### src/hdl/rfhp_pkg.sv
`default_nettype none

package rfhp_pkg;

  // Magic word "URPC" as the little-endian word of its four bytes.
  localparam logic [31:0] MAGIC_WORD = 32'h4350_5255;

  // Header byte positions.
  localparam logic [4:0] MAGIC_LAST  = 5'd3;
  localparam logic [4:0] VERSION_POS = 5'd4;
  localparam logic [4:0] ID_FIRST    = 5'd5;
  localparam logic [4:0] LEN_FIRST   = 5'd12;

  // Result status codes.
  localparam logic [1:0] STATUS_OK          = 2'd0;
  localparam logic [1:0] STATUS_BAD_MAGIC   = 2'd1;
  localparam logic [1:0] STATUS_BAD_VERSION = 2'd2;

  typedef struct packed {
    logic [1:0]  status;
    logic [55:0] call_id;
    logic [31:0] control_length;
    logic [31:0] message_length;
    logic [4:0]  header_bytes;
  } result_t;

  typedef struct packed {
    logic    valid;
    result_t data;
  } result_beat_t;

endpackage

`default_nettype wire

### src/hdl/rfhp_parser.sv
`default_nettype none

module rfhp_parser (
  input  wire logic                  clk,
  input  wire logic                  rst,
  input  wire logic                  accept,
  input  wire logic [7:0]            data_byte,
  input  wire logic                  frame_start,
  output rfhp_pkg::result_beat_t     result
);

  logic [4:0]  byte_position, byte_position_next;
  logic        parsing_active, parsing_active_next;
  logic [31:0] magic_shift, magic_shift_next;
  logic [55:0] id_shift, id_shift_next;
  logic [31:0] control_shift, control_shift_next;
  logic [31:0] message_shift, message_shift_next;
  logic [1:0]  control_count_less_one, control_count_less_one_next;
  logic [1:0]  message_count_less_one, message_count_less_one_next;

  logic        active;
  logic [4:0]  pos;
  logic [4:0]  id_off;
  logic [4:0]  ctrl_off;
  logic [4:0]  msg_off;
  logic [2:0]  cbytes;
  logic [2:0]  mbytes;
  logic [4:0]  ctrl_end;
  logic [4:0]  msg_end;

  always_comb begin
    active = frame_start | parsing_active;
    pos    = frame_start ? 5'd0 : byte_position;

    // A start byte begins from a cleared frame.
    magic_shift_next            = frame_start ? 32'd0 : magic_shift;
    id_shift_next               = frame_start ? 56'd0 : id_shift;
    control_shift_next          = frame_start ? 32'd0 : control_shift;
    message_shift_next          = frame_start ? 32'd0 : message_shift;
    control_count_less_one_next = frame_start ? 2'd0 : control_count_less_one;
    message_count_less_one_next = frame_start ? 2'd0 : message_count_less_one;

    cbytes   = frame_start ? 3'd1 : {1'b0, control_count_less_one} + 3'd1;
    mbytes   = frame_start ? 3'd1 : {1'b0, message_count_less_one} + 3'd1;
    ctrl_end = rfhp_pkg::LEN_FIRST + {2'b00, cbytes};
    msg_end  = ctrl_end + {2'b00, mbytes};
    id_off   = pos - rfhp_pkg::ID_FIRST;
    ctrl_off = pos - rfhp_pkg::LEN_FIRST;
    msg_off  = pos - ctrl_end;

    byte_position_next  = byte_position;
    parsing_active_next = parsing_active;

    result.valid                    = 1'b0;
    result.data.status              = rfhp_pkg::STATUS_OK;
    result.data.call_id             = 56'd0;
    result.data.control_length      = 32'd0;
    result.data.message_length      = 32'd0;
    result.data.header_bytes        = 5'd0;

    if (active) begin
      parsing_active_next = 1'b1;
      byte_position_next  = pos + 5'd1;
      if (pos <= rfhp_pkg::MAGIC_LAST) begin
        magic_shift_next[{pos[1:0], 3'b000} +: 8] = data_byte;
        if (pos == rfhp_pkg::MAGIC_LAST && magic_shift_next != rfhp_pkg::MAGIC_WORD) begin
          result.valid        = 1'b1;
          result.data.status  = rfhp_pkg::STATUS_BAD_MAGIC;
          parsing_active_next = 1'b0;
        end
      end else if (pos == rfhp_pkg::VERSION_POS) begin
        if (data_byte[7:4] != 4'd0) begin
          result.valid        = 1'b1;
          result.data.status  = rfhp_pkg::STATUS_BAD_VERSION;
          parsing_active_next = 1'b0;
        end else begin
          control_count_less_one_next = data_byte[1:0];
          message_count_less_one_next = data_byte[3:2];
        end
      end else if (pos < rfhp_pkg::LEN_FIRST) begin
        id_shift_next[{id_off[2:0], 3'b000} +: 8] = data_byte;
      end else if (pos < ctrl_end) begin
        control_shift_next[{ctrl_off[1:0], 3'b000} +: 8] = data_byte;
      end else if (pos < msg_end) begin
        message_shift_next[{msg_off[1:0], 3'b000} +: 8] = data_byte;
        if (pos == msg_end - 5'd1) begin
          result.valid               = 1'b1;
          result.data.status         = rfhp_pkg::STATUS_OK;
          result.data.call_id        = id_shift_next;
          result.data.control_length = control_shift_next;
          result.data.message_length = message_shift_next;
          result.data.header_bytes   = msg_end;
          parsing_active_next        = 1'b0;
        end
      end else begin
        // Past the end of a header; the ok result always stops the parse first.
        parsing_active_next = 1'b0;
      end
    end
  end

  always_ff @(posedge clk) begin
    if (rst) begin
      byte_position          <= 5'd0;
      parsing_active         <= 1'b0;
      magic_shift            <= 32'd0;
      id_shift               <= 56'd0;
      control_shift          <= 32'd0;
      message_shift          <= 32'd0;
      control_count_less_one <= 2'd0;
      message_count_less_one <= 2'd0;
    end else if (accept) begin
      byte_position          <= byte_position_next;
      parsing_active         <= parsing_active_next;
      magic_shift            <= magic_shift_next;
      id_shift               <= id_shift_next;
      control_shift          <= control_shift_next;
      message_shift          <= message_shift_next;
      control_count_less_one <= control_count_less_one_next;
      message_count_less_one <= message_count_less_one_next;
    end
  end

endmodule

`default_nettype wire

### src/hdl/rpc_frame_header_parser_core.sv
`default_nettype none

// RPC frame header parser. Bytes enter one beat per cycle on the input channel; a beat with
// frame_start high is header byte 0 and restarts any parse in progress. The header is the magic
// word "URPC", a version byte whose high nibble must be zero (bits 1:0 and 3:2 give the control
// and message length byte counts minus one), a 7-byte little-endian call id, and the two
// little-endian lengths. Each frame not cut short by a new start gives exactly one result beat:
// bad magic after the fourth byte, bad version on the version byte, or ok on the last length byte,
// with the other fields zero on an error. Bytes outside a frame are consumed and ignored. Each
// accepted byte only updates the parser's position counter and shift registers in the cycle it
// is accepted, so a new byte can be taken every cycle while input is not held off. A result is
// registered into the output register, or into the skid register behind it if the output is
// stalled. The output has a register and a skid register; input is held off only while the skid
// register is occupied, i.e. after the output has stalled with a second result waiting behind the first.

module rpc_frame_header_parser_core (
  input  wire logic        clk,
  input  wire logic        rst,
  input  wire logic        in_valid,
  output wire logic        in_ready,
  input  wire logic [7:0]  data_byte,
  input  wire logic        frame_start,
  output wire logic        out_valid,
  input  wire logic        out_ready,
  output wire logic [1:0]  status,
  output wire logic [55:0] call_id,
  output wire logic [31:0] control_length,
  output wire logic [31:0] message_length,
  output wire logic [4:0]  header_bytes
);

  logic                   accept;
  rfhp_pkg::result_beat_t result;

  logic                   out_full;
  rfhp_pkg::result_t      out_data;
  logic                   skid_full;
  rfhp_pkg::result_t      skid_data;

  // The input is blocked only while the skid register holds a result.
  assign in_ready = ~skid_full;
  assign accept   = in_valid & in_ready;

  rfhp_parser u_parser (
    .clk         (clk),
    .rst         (rst),
    .accept      (accept),
    .data_byte   (data_byte),
    .frame_start (frame_start),
    .result      (result)
  );

  // Output register with a skid register behind it. A new result only arrives while the skid
  // register is empty, so at most one of the two moves into the output register per cycle.
  always_ff @(posedge clk) begin
    if (rst) begin
      out_full  <= 1'b0;
      skid_full <= 1'b0;
    end else if (skid_full) begin
      if (out_ready) begin
        skid_full <= 1'b0;
      end
    end else if (accept && result.valid) begin
      if (out_full && !out_ready) begin
        skid_full <= 1'b1;
      end else begin
        out_full <= 1'b1;
      end
    end else if (out_ready) begin
      out_full <= 1'b0;
    end
  end

  always_ff @(posedge clk) begin
    if (skid_full) begin
      if (out_ready) begin
        out_data <= skid_data;
      end
    end else if (accept && result.valid) begin
      if (out_full && !out_ready) begin
        skid_data <= result.data;
      end else begin
        out_data <= result.data;
      end
    end
  end

  assign out_valid      = out_full;
  assign status         = out_data.status;
  assign call_id        = out_data.call_id;
  assign control_length = out_data.control_length;
  assign message_length = out_data.message_length;
  assign header_bytes   = out_data.header_bytes;

  // The skid register is only ever filled behind an occupied output register.
  a_skid_behind_out: assert property (@(posedge clk) disable iff (rst)
    skid_full |-> out_full)
    else $error("skid register holds a result while the output register is empty");

  // A result that cannot be taken must not be overwritten by a new one.
  a_no_overrun: assert property (@(posedge clk) disable iff (rst)
    out_full && !out_ready && skid_full |=> skid_full && out_full)
    else $error("stalled results were dropped");

  // An ok header always spans 14 to 20 bytes.
  a_ok_size: assert property (@(posedge clk) disable iff (rst)
    out_full && status == rfhp_pkg::STATUS_OK |-> header_bytes >= 5'd14 && header_bytes <= 5'd20)
    else $error("ok result with an impossible header size");

  // Error results carry zero in every other field.
  a_error_zero: assert property (@(posedge clk) disable iff (rst)
    out_full && status != rfhp_pkg::STATUS_OK |->
      call_id == 56'd0 && control_length == 32'd0 && message_length == 32'd0 &&
      header_bytes == 5'd0 &&
      (status == rfhp_pkg::STATUS_BAD_MAGIC || status == rfhp_pkg::STATUS_BAD_VERSION))
    else $error("error result with nonzero fields or unknown status");

endmodule

`default_nettype wire

### config.mk
export PLATFORM = sky130hd
export DESIGN_NAME = rpc_frame_header_parser_core
export DESIGN_NICKNAME = d
export VERILOG_FILES = /design/src/hdl/rfhp_pkg.sv /design/src/hdl/rfhp_parser.sv /design/src/hdl/rpc_frame_header_parser_core.sv
export SDC_FILE = /design/constraint.sdc
export NUM_CORES = 1
export LEC_CHECK = 0
export ABC_AREA = 1
export BUFFER_PORTS_ARGS = -buffer_cell sky130_fd_sc_hd__buf_2
export CORE_UTILIZATION = 30
export CTS_BUF_LIST = sky130_fd_sc_hd__clkbuf_16
export DETAILED_ROUTE_END_ITERATION = 16
export GPL_ROUTABILITY_DRIVEN = 0
export PLACE_DENSITY = 0.56
export REMOVE_ABC_BUFFERS = 1
export SLEW_MARGIN = 20
export SYNTH_ARGS = -nofsm -noshare
export SYNTH_HDL_FRONTEND = slang
export SYNTH_HIERARCHICAL = 1
export SYNTH_SLANG_ARGS = --single-unit
### constraint.sdc
create_clock -name clk -period 14 [get_ports clk]
set_input_delay 2.1 -clock clk [delete_from_list [all_inputs] [get_ports clk]]
set_output_delay 2.1 -clock clk [all_outputs]
set_load 0.02 [all_outputs]
* After elaboration in Yosys (flattened, before gate mapping)
Index checks and enable logic that the tools add are counted.
** Operators by class
- $add $sub $neg :: 13
- Multipliers :: 0
- Div/mod/pow operators :: 0
- $lt $le $gt $ge :: 4
- Equal/unequal tests :: 7
- Shift-type cells :: 8
- Multiplexer cells :: 68
- Bitwise logic cells :: 3
- Reductions and logical operators :: 11
** Operator list (number)
- 128-bit 2-to-1 mux :: 5
- 32-bit 2-to-1 mux :: 16
- 127-bit 2-to-1 mux :: 4
- 56-bit 2-to-1 mux :: 5
- 125-bit 2-to-1 mux :: 2
- 32-bit bitwise mux :: 3
- 8-bit by 7-bit variable shift with 32-bit output (first input constant) :: 3
- 8-bit by 7-bit indexed part select with 32-bit output :: 3
- 56-bit bitwise mux :: 1
- 8-bit by 8-bit variable shift with 56-bit output (first input constant) :: 1
- 8-bit by 8-bit indexed part select with 56-bit output :: 1
- 32-bit by 31-bit inequality test with 1-bit output (second input constant) :: 1
- 5-bit negation with 7-bit output :: 3
- 2-bit 2-to-1 mux :: 10
- 3-bit 2-to-1 mux :: 6
- 1-bit 2-to-1 mux :: 15
- 5-bit < comparator :: 2
- 3-bit AND reduction :: 3
- 6-bit negation with 8-bit output :: 1
- 2-bit by 1-bit adder with 3-bit output (second input constant) :: 2
- 2-bit inequality test (second input constant) :: 3
- 4-bit by 3-bit adder with 5-bit output (first input constant) :: 1
- 5-bit by 1-bit adder with 5-bit output (second input constant) :: 1
- 5-bit by 3-bit adder with 5-bit output :: 1
- 18 further kinds :: 21
** Word-level totals
- Bits in registers :: 418
- Bits in latches :: 0
- RAM bits :: 0
- ROM bits :: 0
- Input port bits :: 13
- Output and inout port bits :: 129
- Logic and storage cells :: 134
- Memories kept :: 0

* Logic depth before layout (Yosys ltp)
Gate-level depths: netlist of run 1.
- Word-level depth :: 17
- Mapped depth :: 26
- Mapped depth without buffers :: 21

* Modules after synthesis
Netlist of run 1, hierarchy kept.
** Modules (own cells, without submodules)
- rfhp_parser :: times used 1, cells each 1821, area each 11163.2 um^2, sequential area each 3243.1 um^2
- rpc_frame_header_parser_core :: times used 1, cells each 679, area each 9293.9 um^2, sequential area each 7667.4 um^2

* Least setup slack after synthesis of run 1
No wires, ideal clock.
- Path type :: input port to flip-flop
- Start point :: input out_ready
- End point :: register out_data (netlist bit call_id[0]), enable pin
- Library setup time :: 0.788 ns
- Arrival time :: 11.017 ns
- Required time :: 13.212 ns
- Setup slack :: 2.195 ns
- Cell stages on the path :: 2
- Path buffers :: 0
- Path through :: inv_1 -> o21ai_0
** Between the ends
- Cells in the longest elaborated chain, start to end :: 4
- Elaborated cells on any way between the ends :: 5
- Classes of those cells :: eq/ne: 2; reduce/logical: 3
** Ends and longest elaborated chain
- start: declaration :: RTL line rpc_frame_header_parser_core.sv:24 : input wire logic out_ready,
- 1-bit logical NOT :: RTL line rpc_frame_header_parser_core.sv:80 : if (out_full && !out_ready) begin
- 1-bit logical AND :: RTL line rpc_frame_header_parser_core.sv:80
- 2-bit inequality test (no line)
- 3-bit AND reduction (no line) *
- end signal: assignment :: RTL line rpc_frame_header_parser_core.sv:77 : out_data <= skid_data;
- end signal: assignment :: RTL line rpc_frame_header_parser_core.sv:83 : out_data <= result.data;
- end: declaration :: RTL line rpc_frame_header_parser_core.sv:36 : rfhp_pkg::result_t out_data;
Every way passes the cells marked *; elsewhere a longest branch is shown, timed or not.
A chain may end at the register's enable or synchronous reset.

==> results of run 1 <==
-- cells in the mapped netlist, drive strengths merged, types with 30 or more instances --
master  count  area share
ha         30       0.018
clkbuf     83       0.015
nor2      263       0.052
nand2     763        0.14
nand3     190       0.049
nor3       71       0.019
buf        83       0.020
inv       170       0.031
edfxtp    254        0.37
o211ai     47       0.017
o21ai     140       0.034
a21oi     146       0.036
dfxtp     164        0.16
a31oi      35       0.011
-- per-stage QoR --
stage	utilization	hold WS, ns	std cells
2_1_floorplan	-	0.437	2334
3_3_place_gp	0.323	0.453	3368
3_5_place_dp	0.323	0.456	3368
4_1_cts	0.345	0.465	3452
5_1_grt	0.345	0.481	3452
6_report	0.345	0.464	3452
-- metal layers --
metal,vias up,GRT usage,routed length (um)
li1,8481,-,-
met1,7830,0.214,25800
met2,323,0.250,25400
met3,76,0.0276,2670
met4,0,0.0454,1280
met5,-,0,0
-- state kept, by name (all words and copies together), names as in the netlist --
register and flops:
u_parser/byte_position 5, message_length 32, u_parser/parsing_active 1, control_length 32, skid_full 1, call_id 56, u_parser/control_count_less_one 2, status 2
skid_data 127, u_parser/message_shift 32, u_parser/control_shift 32, header_bytes 5, u_parser/message_count_less_one 2, u_parser/magic_shift 32, out_valid 1, u_parser/id_shift 56
-- critical path, delay by kind of cell --
family	cells	cell delay, ns
AND/OR/NAND/NOR	10	2.58
buffers and inverters	4	1.77
adder cells (fa/ha/maj)	3	1.14
AO/OA/AOI/OAI	2	0.62
-- power by group through the flow --
stage	registers, mW	clock network [mW]	logic, mW
after detailed placement	1.35	0	0.169
after floorplan	1.35	0	0.111
after global placement	1.35	0	0.168
after CTS	1.32	1.23	0.170
after global routing	1.33	1.27	0.189
final	1.33	1.20	0.170
-- final timing paths --
check	slack (ns)	endpoint
worst max-delay path	5.80	skid_data[37]$_DFFE_PP_
worst max register to register	8.26	skid_data[37]$_DFFE_PP_
worst min register to register	0.46	u_parser/id_shift[11]$_SDFFE_PP0P_
worst min-delay path	0.46	u_parser/id_shift[11]$_SDFFE_PP0P_
-- cells by family (layout without fill, tap and decap cells) --
family | count (synthesis) | in the layout | share of synthesized area
compound gates | 392 | 392 | 0.107
buf+inv | 338 | 417 | 0.0673
flops | 418 | 418 | 0.533
xor+xnor | 2 | 2 | 0.000856
fa+ha+maj | 31 | 31 | 0.0193
simple gates | 1319 | 1319 | 0.272
-- area by class of cell --
cell class,count,area share
Sequential cell,418,0.471
Timing Repair Buffer,161,0.0369
Clock inverter,39,0.0147
Multi-Input combinational cell,1744,0.354
Clock buffer,45,0.0486
Inverter,172,0.0283
Tap cell,873,0.0471
==> results.cfg, run 1 <==
[worst_setup_path]
end_kind = register
path_class = in -> reg
cp-start-kind = input pin
regToRegStartpoint = u_parser/control_count_less_one[1]$_SDFFE_PP0P_
crit_required_ns = 14.22
max_stage_delay_ns = 0.72
cpMaxStageDelayCell = inv_6
cp_common_cell = nand2_1
reg2regPathDepth = 17
crit_chain = buf_2 -> buf_4 -> inv_6 -> nand2_1 -> ha_1 -> fa_1 -> nand2_1 -> nand2_1 -> nand2_1 -> nand2_1 -> ha_1 -> nand4_1 -> o2111ai_1 -> nor2_8 -> nand4_4 -> a21oi_1 -> nand3_1 -> nor2_4 -> buf_4
crit_path_start = frame_start
crit_fanout = 127
cp.arrival_ns = 8.41

[route]
drc = 0
routedWlPerCell_um = 16.0
finalWirelength_um = 55200
viasPerCell = 4.84
drtIter0Drc = 1359
ant_nets = 0
route.vias.total = 16710
first_pass_iters = 5

[sta]
setup_viol = 0
hold_violations = 0
period_needed_ns = 8.20
fmax_ghz = 0.122
rsz0062_at_grt = false
post-route-period-util = 0.586
drv_slew = 0
final.setup.worst_slack_ns = 5.80
fin_skew_ns = 0.0192
relSlewSlack = 0.268
worst_pin_slew_ns = 1.10
finalSetupTns_ns = 0

[job]
maxCapViolCount = 0

[pwr]
seq_power_share = 0.492
finalPower_mw = 2.69
p_clk_frac = 0.445
power.leakage_nw = 9.00
ir_drop_v = 0.0000758
p_int_mw = 2.04
p_switching_mw = 0.652
p_per_area_mw_per_mm2 = 116
combPwrFrac = 0.063
swShare = 0.242

[global_routing]
antenna_found_initial = 0
grt_max_degree = 128
grt_overflow_total = 0
grt_usage = 0.156
grt_pass1_wl_um = 88000
grt_pass1_vias = 15647

[place]
pre_cts_ws_ns = 5.16
portBuffers = 141
dpl_cell_area_mm2 = 0.0217
hpwl_um = 35900

[layout]
multi_input_area_mm2 = 0.00820
final_common_cell = nand2_1
final_area_mm2 = 0.0232
area_growth_pct = 13.4
antenna_cells = 0
seqCellArea_mm2 = 0.0109
mostFrequentLayoutCells = nand2_1 (757), edfxtp_1 (254), nor2_1 (242)
final_nets = 2586
drive_above_1_share = 0.110
fill_cells = 7019

[synthesis]
synthCells = 2500
ys.flop_type = edfxtp_1
synth_edf_count = 254
yosys_warnings = 6
synth.distinct_cells = 44
synthArstFlopShare = 0
synth_seq_cells = 418
synth_area_per_cell_um2 = 8.18
ys_seq_area_frac = 0.533
synthesis.area_mm2 = 0.0205

[clock_tree]
clkTransAtPathRegs_ns = 0.06
cts_sinks = 418
htreeDepth = 2
root_buffer = clkbuf_16
hold_buffers = 0
cts_max_path_buffers = 3
cts-resized-gates = 0
post_cts_buffers = 0
clock_latency_ns = 0.59
cts_made_buffers = 45
tritoncts = built

[worst_hold_path]
holdCritStartpoint = u_parser/id_shift[11]$_SDFFE_PP0P_
min_delay_path_depth = 2
hold_path_class = reg -> reg

[floorplan]
die_w_um = 263
num_rows = 95
io_pins = 142
dieArea_mm2 = 0.0692
initial_core_util = 0.304
die_h_um = 263
core_mm2 = 0.0673

[outcome]
status = finished, final reports clean
No activity file was read; power rests on OpenSTA's default activity.
==> run 2, diff against run 1 <==
==> constraint.sdc (replaced) <==
create_clock -name clk -period 7.8 [get_ports clk]
set_input_delay 1.17 -clock clk [delete_from_list [all_inputs] [get_ports clk]]
set_output_delay 1.17 -clock clk [all_outputs]
set_load 0.02 [all_outputs]
==> run 2 against run 1 <==
Net effect: register-to-register slack worse by 5.2 ns; clock power is 69% higher; combinational power is 82% higher; critical endpoint is now header_bytes[1]$_DFFE_PP_; sequential share of layout area is 0.051 points higher; wire length is 2.5% higher; critical path type unchanged; power is 75% higher; design area is 0.11% lower; utilization hardly changed.
==> results.cfg, run 2 (synthesis gave the netlist of run 1 again) <==
[outcome]
status = finished, final reports clean

[layout]
final_common_cell = nand2_1
final_nets = 2589
multi_input_area_mm2 = 0.00820
instances_no_fill = 3454
seqCellArea_mm2 = 0.0109
regMostFlops = skid_data
mostFrequentLayoutCells = nand2_1 (757), edfxtp_1 (254), nor2_1 (242)
final_area_mm2 = 0.0232
fill_cells = 7045
postLayoutCoreUtil = 0.344
largest_reg_flops = 127
area_growth_pct = 13.2
antenna_cells = 0
drive_above_1_share = 0.108

[worst_hold_path]
hold_end = u_parser/id_shift[49]$_SDFFE_PP0P_
min_delay_path_depth = 2
holdCritStartpoint = u_parser/id_shift[49]$_SDFFE_PP0P_
hold_path_class = reg -> reg

[route]
first_pass_iters = 5
finalWirelength_um = 56600
ant_nets = 0
route.vias.total = 16798
routedWlPerCell_um = 16.4
drtIter0Drc = 1358
drc = 0
viasPerCell = 4.86

[worst_setup_path]
max_stage_delay_ns = 0.83
regToRegStartpoint = u_parser/control_count_less_one[1]$_SDFFE_PP0P_
path_class = in -> reg
reg2regPathDepth = 18
r2r_slack_ns = 3.06
cpMaxStageDelayCell = or2_1
cp_common_cell = nand2_1
crit_chain = buf_2 -> inv_6 -> nand2_1 -> ha_1 -> fa_1 -> nand2_1 -> nand2_1 -> nand2_1 -> nand2_1 -> ha_1 -> inv_1 -> o2111ai_1 -> nor2_8 -> nand4_4 -> buf_4 -> or2_1 -> nor2_1 -> nand2_1 -> nand2_1
path_delay_family = simple AND/OR/NAND/NOR gates
cp.arrival_ns = 5.83
end_kind = register
critPathBufInv = 4
crit_fanout = 56
crit_required_ns = 8.13
reg2reg_to = header_bytes[1]$_DFFE_PP_
cp-start-kind = input pin

[clock_tree]
htreeDepth = 2
root_buffer = clkbuf_16
hold_buffers = 0
cts_made_buffers = 44
tritoncts = built
clock_latency_ns = 0.58
cts-resized-gates = 0
cts_sinks = 418
post_cts_buffers = 0
cts_max_path_buffers = 3
clkTransAtPathRegs_ns = 0.06

[floorplan]
core_mm2 = 0.0673
io_pins = 142
dieArea_mm2 = 0.0692
num_rows = 95
die_h_um = 263
die_w_um = 263
initial_core_util = 0.304

[global_routing]
antenna_found_initial = 0
grt_pass1_vias = 15746
grt_pass1_wl_um = 89300
grt_usage = 0.159
grt_overflow_total = 0
grt_max_degree = 99

[sta]
final.setup.worst_slack_ns = 2.30
post-route-period-util = 0.705
worst_pin_slew_ns = 1.12
setup_viol = 0
fin_skew_ns = 0.0200
fmax_ghz = 0.182
rsz0062_at_grt = false
whs_ns = 0.464
hold_violations = 0
finalSetupTns_ns = 0
relSlewSlack = 0.254
period_needed_ns = 5.50
drv_slew = 0

[place]
hpwl_um = 37100
dpl_cell_area_mm2 = 0.0218
portBuffers = 141
pre_cts_ws_ns = 1.76
dp_cells = 3372

[pwr]
power.leakage_nw = 9.29
finalPower_mw = 4.72
ir_drop_v = 0.000140
p_per_area_mw_per_mm2 = 204

[job]
maxCapViolCount = 0
## run 2: worst reg2reg max path, delay by kind of cell, from the launching register on
kind,cells,cell delay (ns)
and+or+nand+nor,11,1.99
buffers and inverters,3,0.61
AOI/OAI and AO/OA,1,0.45
DFF,1,0.40
adders and majority gates,3,1.04
## run 2: routing by layer
metal | up-vias | wire length (um) | track usage
met2 | 398 | 26200 | 0.256
met3 | 76 | 2810 | 0.0277
met5 | - | 0 | 0
met1 | 7854 | 26200 | 0.217
met4 | 0 | 1410 | 0.0487
li1 | 8470 | - | -
## run 2: worst max path at each step
stage / startpoint / end / slack, ns / cells past startpoint
finish: frame_start / header_bytes[1]$_DFFE_PP_ / 2.30 / 19
global route: frame_start / header_bytes[1]$_DFFE_PP_ / 2.03 / 19
CTS: frame_start / header_bytes[1]$_DFFE_PP_ / 2.36 / 19
detailed placement: frame_start / header_bytes[1]$_DFFE_PP_ / 1.76 / 19
global placement: frame_start / header_bytes[4]$_DFFE_PP_ / 1.86 / 19
floorplan: skid_full$_SDFF_PP0_ / call_id[0]$_DFFE_PP_ / -6.17 / 2
## run 2: layout make-up
cell class                 instances  area share
clock buffer                      45      0.0486
clock inverter                    37      0.0107
inverter                         172      0.0284
multi-input combinational       1744       0.354
sequential                       418       0.471
tap                              873      0.0472
timing repair buffer             165      0.0399
## run 2: power by group
group / total (mW) / internal (mW) / switching (mW)
Combinational: 0.309 / 0.0793 / 0.230
Clock: 2.03 / 1.15 / 0.886
Sequential: 2.38 / 2.36 / 0.0230
==> run 3, diff against run 2 <==
--- a/config.mk
+++ b/config.mk
@@ -5,13 +5,13 @@
 export SDC_FILE = /design/constraint.sdc
 export NUM_CORES = 1
 export LEC_CHECK = 0
-export ABC_AREA = 1
+export ABC_AREA = 0
 export BUFFER_PORTS_ARGS = -buffer_cell sky130_fd_sc_hd__buf_2
 export CORE_UTILIZATION = 30
 export CTS_BUF_LIST = sky130_fd_sc_hd__clkbuf_16
 export DETAILED_ROUTE_END_ITERATION = 16
 export GPL_ROUTABILITY_DRIVEN = 0
-export PLACE_DENSITY = 0.56
+export PLACE_DENSITY = 0.57
 export REMOVE_ABC_BUFFERS = 1
 export SLEW_MARGIN = 20
 export SYNTH_ARGS = -nofsm -noshare
==> constraint.sdc (replaced) <==
create_clock -name clk -period 5.3 [get_ports clk]
set_input_delay 0.795 -clock clk [delete_from_list [all_inputs] [get_ports clk]]
set_output_delay 0.795 -clock clk [all_outputs]
set_load 0.02 [all_outputs]
==> run 3 against run 2 <==
Net effect: hold slack worse by 0.014 ns; setup slack worse by 1.6 ns; power up 40%; critical endpoint is now call_id[41]$_DFFE_PP_; final cell count down 31%; synthesized area down 10%; largest cell class unchanged; critical path depth down 4; first-iteration DRC count down 10%; clock power up 46%; sequential power up 44%.
==> results.cfg, run 3 <==
[worst_setup_path]
crit_path_start = u_parser/control_count_less_one[0]$_SDFFE_PP0P_
regToRegStartpoint = u_parser/control_count_less_one[0]$_SDFFE_PP0P_
cp-start-kind = register
crit_required_ns = 5.50
cp.arrival_ns = 4.81
crit_end = call_id[41]$_DFFE_PP_
crit_fanout = 71
path_class = reg -> reg
r2r_slack_ns = 0.68
end_kind = register
reg2regPathDepth = 15
reg2reg_to = call_id[41]$_DFFE_PP_

[layout]
largest_reg_flops = 127
final_nets = 1618
antenna_cells = 0
area_growth_pct = 16.2
postLayoutCoreUtil = 0.353
instances_no_fill = 2393
drive_above_1_share = 0.269
final_area_mm2 = 0.0213
mostFrequentLayoutCells = edfxtp_1 (254), dfxtp_1 (163), nor2_1 (150)
final_common_cell = edfxtp_1
regMostFlops = skid_data

[pwr]
finalPower_mw = 6.60
p_per_area_mw_per_mm2 = 309
ir_drop_v = 0.000197
power.leakage_nw = 8.05

[sta]
rsz0062_at_grt = false
setup_viol = 0
post-route-period-util = 0.871
hold_violations = 0
period_needed_ns = 4.62
worst_pin_slew_ns = 1.05
finalSetupTns_ns = 0
relSlewSlack = 0.298
drv_slew = 0
fmax_ghz = 0.217
fin_skew_ns = 0.0231

[synthesis]
synthArstFlopShare = 0
yosysMostFrequentCell = edfxtp_1
synthesis.area_mm2 = 0.0184
ys.flop_type = edfxtp_1
yosys.area.top_type = edfxtp_1
yosys_warnings = 6
netlist.area_leader.share = 0.415
synth_seq_cells = 418
synthTopCellsByArea = edfxtp_1 (42%), dfxtp_1 (18%), mux2_4 (5.3%)
ys_seq_area_frac = 0.594
synth.distinct_cells = 77
synth_area_per_cell_um2 = 12.8
synthCells = 1432
synth_common_cells = edfxtp_1 (254), dfxtp_1 (164), nor2_1 (151)
synth_edf_count = 254

[route]
drc = 0
routedWlPerCell_um = 18.9
first_pass_iters = 5
route.vias.total = 12066
finalWirelength_um = 45300
ant_nets = 0
drtIter0Drc = 1221
viasPerCell = 5.04

[global_routing]
grt_pass1_vias = 11973
grt_pass1_wl_um = 70300
grt_max_degree = 72
grt_usage = 0.143
antenna_found_initial = 1
grt_overflow_total = 0

[job]
maxCapViolCount = 0

[clock_tree]
cts_made_buffers = 45
clkTransAtPathRegs_ns = 0.06
clock_latency_ns = 0.58
htreeDepth = 2
post_cts_buffers = 0
tritoncts = built
cts_sinks = 418
hold_buffers = 0
cts_max_path_buffers = 3
cts-resized-gates = 0
root_buffer = clkbuf_16

[place]
dpl_cell_area_mm2 = 0.0199
dp_cells = 2309
portBuffers = 141
hpwl_um = 30900

[floorplan]
num_rows = 90
core_mm2 = 0.0604
io_pins = 142
initial_core_util = 0.304
dieArea_mm2 = 0.0622
die_w_um = 249
die_h_um = 249

[worst_hold_path]
min_delay_path_depth = 2
hold_path_class = reg -> reg

[outcome]
status = finished, final reports clean
## run 3: changes by cell type after synthesis, sizes merged, moves of 43 or more
cell	delta
o211ai	-43
nor2	-83
a21oi	-118
mux2	+127
inv	-143
nor3	-53
nand3	-175
o21ai	-111
and2	+97
nand2	-722
a22oi	+126
## run 3: logic make-up (layout without fill, tap and decap cells)
| family | count (synthesis) | in the layout | share of synthesized area |
|---|---|---|---|
| simple gates | 422 | 422 | 0.128 |
| fa+ha+maj | 31 | 31 | 0.0215 |
| buf+inv | 119 | 298 | 0.0340 |
| xor+xnor | 10 | 10 | 0.00559 |
| compound gates | 305 | 305 | 0.125 |
| mux | 127 | 127 | 0.0912 |
| flops | 418 | 418 | 0.594 |
## run 3: per-layer routing
layer | up-vias | wire (um) | GRT usage | part of all wire
li1 | 5644 | - | - | -
met1 | 5934 | 20000 | 0.190 | 0.44
met2 | 398 | 21600 | 0.233 | 0.48
met3 | 88 | 2520 | 0.0265 | 0.056
met4 | 2 | 1150 | 0.0489 | 0.025
met5 | - | 13 | 0 | 0.00029
## run 3: how the worst min path moves through the flow
stage                                  startpoint                            endpoint  slack (ns)
5_1_grt                                 out_ready                skid_full$_SDFF_PP0_        0.45
3_3_place_gp   u_parser/id_shift[38]$_SDFFE_PP0P_  u_parser/id_shift[38]$_SDFFE_PP0P_        0.44
2_1_floorplan  u_parser/id_shift[35]$_SDFFE_PP0P_  u_parser/id_shift[35]$_SDFFE_PP0P_        0.42
4_1_cts                                 out_ready                skid_full$_SDFF_PP0_        0.42
3_5_place_dp   u_parser/id_shift[35]$_SDFFE_PP0P_  u_parser/id_shift[35]$_SDFFE_PP0P_        0.44
6_report       u_parser/id_shift[33]$_SDFFE_PP0P_  u_parser/id_shift[33]$_SDFFE_PP0P_        0.45
## run 3: cell type report
class                   instances  area, um2
repair buffers                187       1090
inverters                      27        101
clock buffers                  48       1200
clock inverters                36        205
fillers                      5913      39000
flip-flops and latches        418      10900
well taps                     782        978
multi-input cells             895       6840
## run 3: stage by stage
stage	hold slack, ns	worst slack (ns)
after floorplan	0.417	-8.54
after CTS	0.423	0.705
final	0.450	0.683
after global routing	0.454	0.330
after global placement	0.437	0.272
after detailed placement	0.444	0.153
## run 3: critical path, cell delays in order (launching register included)
cell	delay, ns
dfxtp_1	0.33
ha_1	0.29
nand2_1	0.09
inv_1	0.08
fa_1	0.45
a21oi_1	0.23
xnor2_1	0.18
ha_1	0.29
a21oi_1	0.21
inv_1	0.10
nor3_2	0.27
o211ai_4	0.16
a211oi_1	0.42
a21oi_1	0.18
nor2_4	0.16
buf_4	0.66
## run 3: power breakdown
group          leakage (nW)  total, mW  internal [mW]  switching (mW)
logic                  3.70      0.225         0.0540           0.171
clock network         0.710       2.96           1.65            1.31
registers              3.64       3.42           3.41         0.00597
